$ cat src/sv/dsa_pkg.sv
// ============================================================================
// dsa_pkg
// Shared types, constants and functions for the slope and aspect stencil.
// ============================================================================
package dsa_pkg;

    // Configuration register indexes.
    localparam logic [1:0] CFG_COLUMN_COUNT = 2'd0;
    localparam logic [1:0] CFG_ROW_COUNT    = 2'd1;
    localparam logic [1:0] CFG_INV_CELL     = 2'd2;

    localparam int CFG_W   = 24;
    localparam int INV_W   = 24;
    localparam int ROW_W   = 12;
    localparam int COL_W   = 10;
    localparam int GRAD_W  = 32;
    localparam int CORD_W  = 36;
    localparam int ANGLE_W = 26;
    localparam int SLOPE_W = 15;
    localparam int ASPECT_W = 17;
    localparam int MIN_COUNT = 5;
    localparam int MAX_ROWS  = 4096;

    localparam logic signed [GRAD_W-1:0] GRAD_LIMIT = 32'sh7FFF_FFFF;
    localparam logic signed [ANGLE_W-1:0] QUARTER_TURN = 26'sd5898240;

    // atan(2^-i) in degrees, Q.16.
    localparam logic [22:0] ATAN_DEG_Q16 [24] = '{
        23'd2949120, 23'd1740967, 23'd919879, 23'd466945,
        23'd234379, 23'd117304, 23'd58666, 23'd29335,
        23'd14668, 23'd7334, 23'd3667, 23'd1833,
        23'd917, 23'd458, 23'd229, 23'd115,
        23'd57, 23'd29, 23'd14, 23'd7,
        23'd4, 23'd2, 23'd1, 23'd0
    };

    // Position of a cell and the end-of-frame mark, carried down the pipe.
    typedef struct packed {
        logic [ROW_W-1:0] row;
        logic [COL_W-1:0] col;
        logic             last;
    } t_cell_info;

    // CORDIC gain applied to a unit vector (1.0 in Q.16) after the given
    // number of vectoring steps.
    function automatic logic signed [CORD_W-1:0] unit_mag(int stages);
        logic signed [CORD_W-1:0] x;
        logic signed [CORD_W-1:0] y;
        logic signed [CORD_W-1:0] sx;
        logic signed [CORD_W-1:0] sy;
        x = 36'sd65536;
        y = '0;
        for (int i = 0; i < stages; i++) begin
            sx = y >>> i;
            sy = x >>> i;
            if (y >= 0) begin
                x = x + sx;
                y = y - sy;
            end else begin
                x = x - sx;
                y = y + sy;
            end
        end
        return x;
    endfunction

endpackage

$ cat src/sv/dsa_gradient.sv
// ============================================================================
// dsa_gradient
// Scales the differences by the reciprocal cell size, halves and saturates.
// ============================================================================
module dsa_gradient #(
    parameter int ELEVATION_BITS = 16
) (
    input  logic                                 i_clk,
    input  logic                                 i_rst_n,
    input  logic                                 i_en,
    input  logic                                 i_valid,
    input  logic signed [ELEVATION_BITS:0]       i_diff_x,
    input  logic                                 i_half_x,
    input  logic signed [ELEVATION_BITS:0]       i_diff_y,
    input  logic                                 i_half_y,
    input  dsa_pkg::t_cell_info                  i_info,
    input  logic [dsa_pkg::INV_W-1:0]            i_inv,
    output logic                                 o_valid,
    output logic signed [dsa_pkg::GRAD_W-1:0]    o_dx,
    output logic signed [dsa_pkg::GRAD_W-1:0]    o_dy,
    output logic                                 o_zero,
    output dsa_pkg::t_cell_info                  o_info
);

    localparam int PW = ELEVATION_BITS + 1 + dsa_pkg::INV_W + 1;

    logic signed [PW-1:0] r_px;
    logic signed [PW-1:0] r_py;
    logic                 r_hx;
    logic                 r_hy;
    logic                 r_v2;
    dsa_pkg::t_cell_info  r_info2;

    logic signed [dsa_pkg::GRAD_W-1:0] r_dx;
    logic signed [dsa_pkg::GRAD_W-1:0] r_dy;
    logic                              r_zero;
    logic                              r_v3;
    dsa_pkg::t_cell_info               r_info3;

    logic signed [dsa_pkg::INV_W:0]    inv_s;
    logic signed [dsa_pkg::GRAD_W-1:0] gx;
    logic signed [dsa_pkg::GRAD_W-1:0] gy;

    function automatic logic signed [dsa_pkg::GRAD_W-1:0] finish(
        logic signed [PW-1:0] p, logic half);
        logic signed [PW-1:0] h;
        logic signed [PW-1:0] lim;
        logic signed [dsa_pkg::GRAD_W-1:0] res;
        lim = PW'(dsa_pkg::GRAD_LIMIT);
        // Halving truncates toward zero.
        h = half ? ((p + $signed(PW'(p[PW-1]))) >>> 1) : p;
        if (h > lim) begin
            res = dsa_pkg::GRAD_LIMIT;
        end else if (h < -lim) begin
            res = -dsa_pkg::GRAD_LIMIT;
        end else begin
            res = h[dsa_pkg::GRAD_W-1:0];
        end
        return res;
    endfunction

    assign inv_s = {1'b0, i_inv};
    assign gx = finish(r_px, r_hx);
    assign gy = finish(r_py, r_hy);

    always_ff @(posedge i_clk) begin
        if (!i_rst_n) begin
            r_v2 <= 1'b0;
            r_v3 <= 1'b0;
        end else if (i_en) begin
            r_v2 <= i_valid;
            r_v3 <= r_v2;
        end
    end

    always_ff @(posedge i_clk) begin
        if (i_en) begin
            r_px    <= PW'(i_diff_x * inv_s);
            r_py    <= PW'(i_diff_y * inv_s);
            r_hx    <= i_half_x;
            r_hy    <= i_half_y;
            r_info2 <= i_info;
            r_dx    <= gx;
            r_dy    <= gy;
            r_zero  <= (gx == '0) && (gy == '0);
            r_info3 <= r_info2;
        end
    end

    assign o_valid = r_v3;
    assign o_dx    = r_dx;
    assign o_dy    = r_dy;
    assign o_zero  = r_zero;
    assign o_info  = r_info3;

endmodule

$ cat config.mk
export PLATFORM = sky130hd
export DESIGN_NAME = dsa_gradient
export DESIGN_NICKNAME = d
export VERILOG_FILES = /design/src/sv/dsa_pkg.sv /design/src/sv/dsa_gradient.sv
export SDC_FILE = /design/constraint.sdc
export NUM_CORES = 2
export LEC_CHECK = 0
export BUFFER_PORTS_ARGS = -buffer_cell sky130_fd_sc_hd__buf_2
export CAP_MARGIN = 20
export CORE_ASPECT_RATIO = 1.4
export CORE_UTILIZATION = 45
export DETAILED_ROUTE_END_ITERATION = 6
export HOLD_SLACK_MARGIN = 0.06
export PLACE_DENSITY_LB_ADDON = 0.2
export SLEW_MARGIN = 30
export SYNTH_ARGS = -nofsm -noshare
export SYNTH_HDL_FRONTEND = slang
export SYNTH_SLANG_ARGS = --single-unit
$ cat constraint.sdc
create_clock -name i_clk -period 7.31 [get_ports i_clk]
set_input_delay 0.3655 -clock i_clk [delete_from_list [all_inputs] [get_ports i_clk]]
set_output_delay 0.3655 -clock i_clk [all_outputs]
set_load 0.01 [all_outputs]
# Word level (Yosys, flattened, before mapping)

Index checks and enable logic that the tools add are counted.

Input bits: 87
Logic and storage cells: 32
Bits in registers: 199

$mul: 2
$lt $le $gt $ge: 4
Mux-type cells: 6
Add/subtract/negate cells: 2
Reduce and logical (&&, ||, !) cells: 3

Operator list:

| kind                   | number |
|---|---|
| $mux W32               | 4 |
| $add A42 B2 Y42        | 2 |
| $gt A42 B32 Y1 const B | 2 |
| $lt A42 B32 Y1 const B | 2 |
| $mul A17 B25 Y42       | 2 |
| $mux W42               | 2 |
| $logic_not A32 Y1      | 2 |
| $logic_and A1 B1 Y1    | 1 |

# Longest topological paths before layout

Word-level depth: 7
Gate-level depth with buffers: 25
Mapped depth without buffers: 24

# Worst setup path after synthesis

OpenSTA, ideal clock, no wires.

Path type: in2reg
Start: in i_diff_y[2]
End: reg r_py[38], data pin
Stages: 23
Buffers on the path: 1
Arrival time: 6.596 ns
Setup time: 0.195 ns
Slack: 0.519 ns
Data required time: 7.115 ns
Cell sequence: clkbuf_1 -> and2_1 -> fa_1 -> inv_1 -> fa_1 -> inv_1 -> fa_1 -> inv_1 -> fa_1 -> fa_1 -> fa_1 -> inv_1 -> ha_1 -> a21oi_1 -> o21ai_0 -> o41a_1 -> a311o_1 -> a2111oi_1 -> nor3_1 -> o31a_1 -> o21ai_0 -> or4b_1 -> o311ai_0

Cells in the longest elaborated chain, start to end: 1

Ends and longest elaborated chain:

| what                   | RTL line           | source |
|---|---|---|
| start: declaration     | dsa_gradient.sv:14 | `input logic signed [ELEVATION_BITS:0] i_diff_y,` |
| $mul A17 B25 Y42       | dsa_gradient.sv:79 | `r_py <= PW'(i_diff_y * inv_s);` |
| end signal: assignment | dsa_gradient.sv:79 |  |
| end: declaration       | dsa_gradient.sv:28 | `logic signed [PW-1:0] r_py;` |

Every way passes these cells.
A chain may end at the register's enable or synchronous reset.

# Worst setup path after layout

Start: in i_inv[10] (netlist name)
End: reg r_py[38], data pin

Cells in the longest elaborated chain, start to end: 1

Ends and longest elaborated chain:

| what               | RTL line           | source |
|---|---|---|
| start: declaration | dsa_gradient.sv:17 | `input logic [dsa_pkg::INV_W-1:0] i_inv,` |
| $mul A17 B25 Y42   | dsa_gradient.sv:79 |  |

Every way passes these cells.

==> key figures <==
Logic synthesis
  – Largest family of logic cells by synthesized area: adder cells
  – Avg Cell Area, Syn: 9.35 um2
  – Post-Synth Adder-Cell Area: 45.7%
  – Syn Nets: 4,950
  – Primary FF master, synth: edfxtp_1
  – Cell area after synthesis: 36,600 um2
  – Area contributors post-synth: fa_1, edfxtp_1, ha_1, inv_1, and2_1
  – Leading area contributor after synthesis: fa_1
  – XOR/XNOR Fraction of Synth Area: 2.06%
  – Synth top area share: 35.9%
  – Mux contribution to synthesized area: 0.471%
  – Compound-Gate Fraction of Synth Area: 8.21%
  – Post-Synth Simple-Gate Area: 17.2%
  – Syn Inst Count: 3,919
  – Distinct cells, synth: 89
  – Async set or reset register ratio after synthesis: 0%
  – Post-synth EDFFs: 197
  – Yosys warns: 0
  – Post-synthesis sequential area ratio: 16.3%
  – Yosys reg bits: 199

Finish
  – Layout cells sized above 1: 8.58%
  – Most frequent cells in the layout: inv_1, fa_1, nand2_1
  – Most common cell after layout, fill and taps aside: inv_1
  – Area Growth Syn to Fin: 8.72%
  – Area of the multi-input gates: 27,000 um2
  – Fillcell total: 7,757
  – Register area: 5960 um2
  – Nets: 5,086

Route
  – WL final: 92.6 mm
  – First drt pass iteration count: 5
  – DRC: 0
  – Post-route ant nets: 0
  – Vias per inst: 5.34
  – Routed WL per cell: 18.0 um
  – Drt initial violations: 1,531
  – Via count: 27,397

Placement
  – Post-DP HPWL: 75.1 mm
  – Port bufs: 175
  – GPL Wtd Cong: 0.904

Die
  – Cell row count: 123
  – Die height: 340 um
  – Die width: 243 um
  – Die area: 82,600 um2
  – I/O pins: 176
  – Core Area: 80,500 um2
  – Starting Density: 45.5%

Global route
  – Pin count of the biggest net entering global routing: 76
  – Vias in the first global route: 28,844
  – First-pass GRT wire length: 150 mm
  – Total GRT Usage: 23.1%
  – Remaining Overflow, GRT: 0
  – Initial antenna violation count: 8

Clock network
  – CTS buffer count: 17
  – # H-tree levels: 4
  – Clock root cell: clkbuf_16
  – Clock Sinks: 199
  – Clk Latency, worst-skew pair: 0.49 ns
  – Maximum root-to-sink buffer count: 2
  – CTS tree: yes
  – Clock-pin transition on the worst setup and hold timing paths: 0.08 ns

Critical path
  – CP Capture Type: register
  – Critical Setup Path Class: input pin to register
  – Crit path launch type: input pin
  – Arr. time, crit path: 7.17 ns
  – Worst-path fanout max: 18
  – Critical Path RT: 7.59 ns

Timing
  – Actual slew at the worst max-slew pin: 0.910 ns
  – Tmin final: 6.89 ns
  – Max Slew Vio Count: 0
  – RSZ-0062 raised after global routing: no
  – Max Freq: 0.145 GHz
  – Final setup viols: 0
  – Final Hold Violating Endpoints: 0
  – Final period util: 94.3%
  – Rel. slew slack: 39.3%
  – WHS: 0.123 ns
  – Worst clock skew: 0.0154 ns

Job
  – Max cap viols: 0

Status
  – Outcome: complete, no violations

Min path
  – Hold Path Class: input pin to register
==> cell usage after synthesis, drive strengths merged (6+ instances only) <==
cell type / number
inv: 773
fa: 658
nand2: 506
and2: 388
ha: 286
edfxtp: 197
clkbuf: 171
a21oi: 112
nor2: 111
o21ai: 109
xnor2: 63
a21o: 40
nand3: 40
a31oi: 33
nand2b: 32
nand4: 29
nor3: 28
and3: 26
buf: 26
a211oi: 25
nor4: 23
xor2: 23
o21a: 20
mux2i: 15
or3: 13
nor2b: 12
o31ai: 12
o211ai: 10
o21bai: 9
or4: 8
and4: 7
o311ai: 7
o22ai: 6
==> stage by stage <==
step	instance area [um2]	TNS [ns]	utilization, %	setup slack (ns)	std cells
2_1_floorplan	36600	0	-	0.519	3919
3_3_place_gp	39000	0	48.5	0.123	5073
3_5_place_dp	39000	-0.00607	48.5	-0.00607	5073
4_1_cts	39800	0	49.5	0.531	5130
5_1_grt	39800	0	49.5	0.0711	5135
6_report	39800	0	49.5	0.416	5135
==> flip-flops by register name, indices dropped and copies added (netlist names) <==
| register | count |
|---|---|
| r_px | 42 |
| r_py | 42 |
| o_dx | 32 |
| o_dy | 32 |
| o_info | 23 |
| r_info2 | 23 |
| o_valid | 1 |
| o_zero | 1 |
| r_hx | 1 |
| r_hy | 1 |
| r_v2 | 1 |
==> critical path: stages <==
cell	delay, ns
buf_2	0.40
nand2_1	0.14
fa_1	0.46
fa_1	0.52
inv_1	0.05
fa_1	0.54
inv_1	0.07
fa_1	0.56
fa_1	0.43
fa_1	0.49
inv_1	0.04
ha_1	0.28
a21oi_1	0.15
o21ai_0	0.11
o41a_1	0.32
a311o_1	0.41
a2111oi_1	0.44
buf_4	0.19
nor3_1	0.05
o31a_1	0.32
o21ai_0	0.22
or4b_1	0.46
o311ai_0	0.13
==> final cells by class <==
class                           instances  area share [%]
Antenna cell                            5          0.0314
Clock buffer                           22            1.17
Clock inverter                         10           0.214
Inverter                              774            7.29
Multi-Input combinational cell       2749            67.8
Sequential cell                       199            14.9
Tap cell                             1062            3.34
Timing Repair Buffer                  314            5.19
==> routing by layer <==
layer  track usage, %  wire length (um)  vias to the layer above
met5                0                 8                        -
met4             8.28              2800                        2
met3             2.11              3620                      154
met2             42.6             49500                      670
met1             27.8             36600                    13983
li1                 -                 -                    12588
==> kinds of logic after synthesis <==
| group | count (synthesis) |
|---|---|
| AND/OR/NAND/NOR | 1241 |
| AO/OA/AOI/OAI | 461 |
| XOR/XNOR | 86 |
| adder cells (fa/ha/maj) | 944 |
| multiplexers | 17 |
| buffers and inverters | 971 |
| flip-flops | 199 |
==> what timing repair did <==
item	4_1_cts	5_1_grt
gates resized for setup	0	0
endpoints found under the hold margin	25	0
buffers inserted	0	0
hold buffers	25	0
==> worst paths after layout <==
check | startpoint | endpoint | slack (ns) | depth (start not counted)
worst min register to register | r_info2[20] | o_info[20] | 0.42 | 0
worst max-delay path | i_inv[10] | r_py[38] | 0.42 | 23
worst min-delay path | i_rst_n | r_v2 | 0.12 | 2
worst max register to register | r_py[41] | o_dy[7] | 2.59 | 12
Power is left out: the tool's default activity adds up to more than one toggle a clock period on the data nets, which glitch-free logic cannot reach.
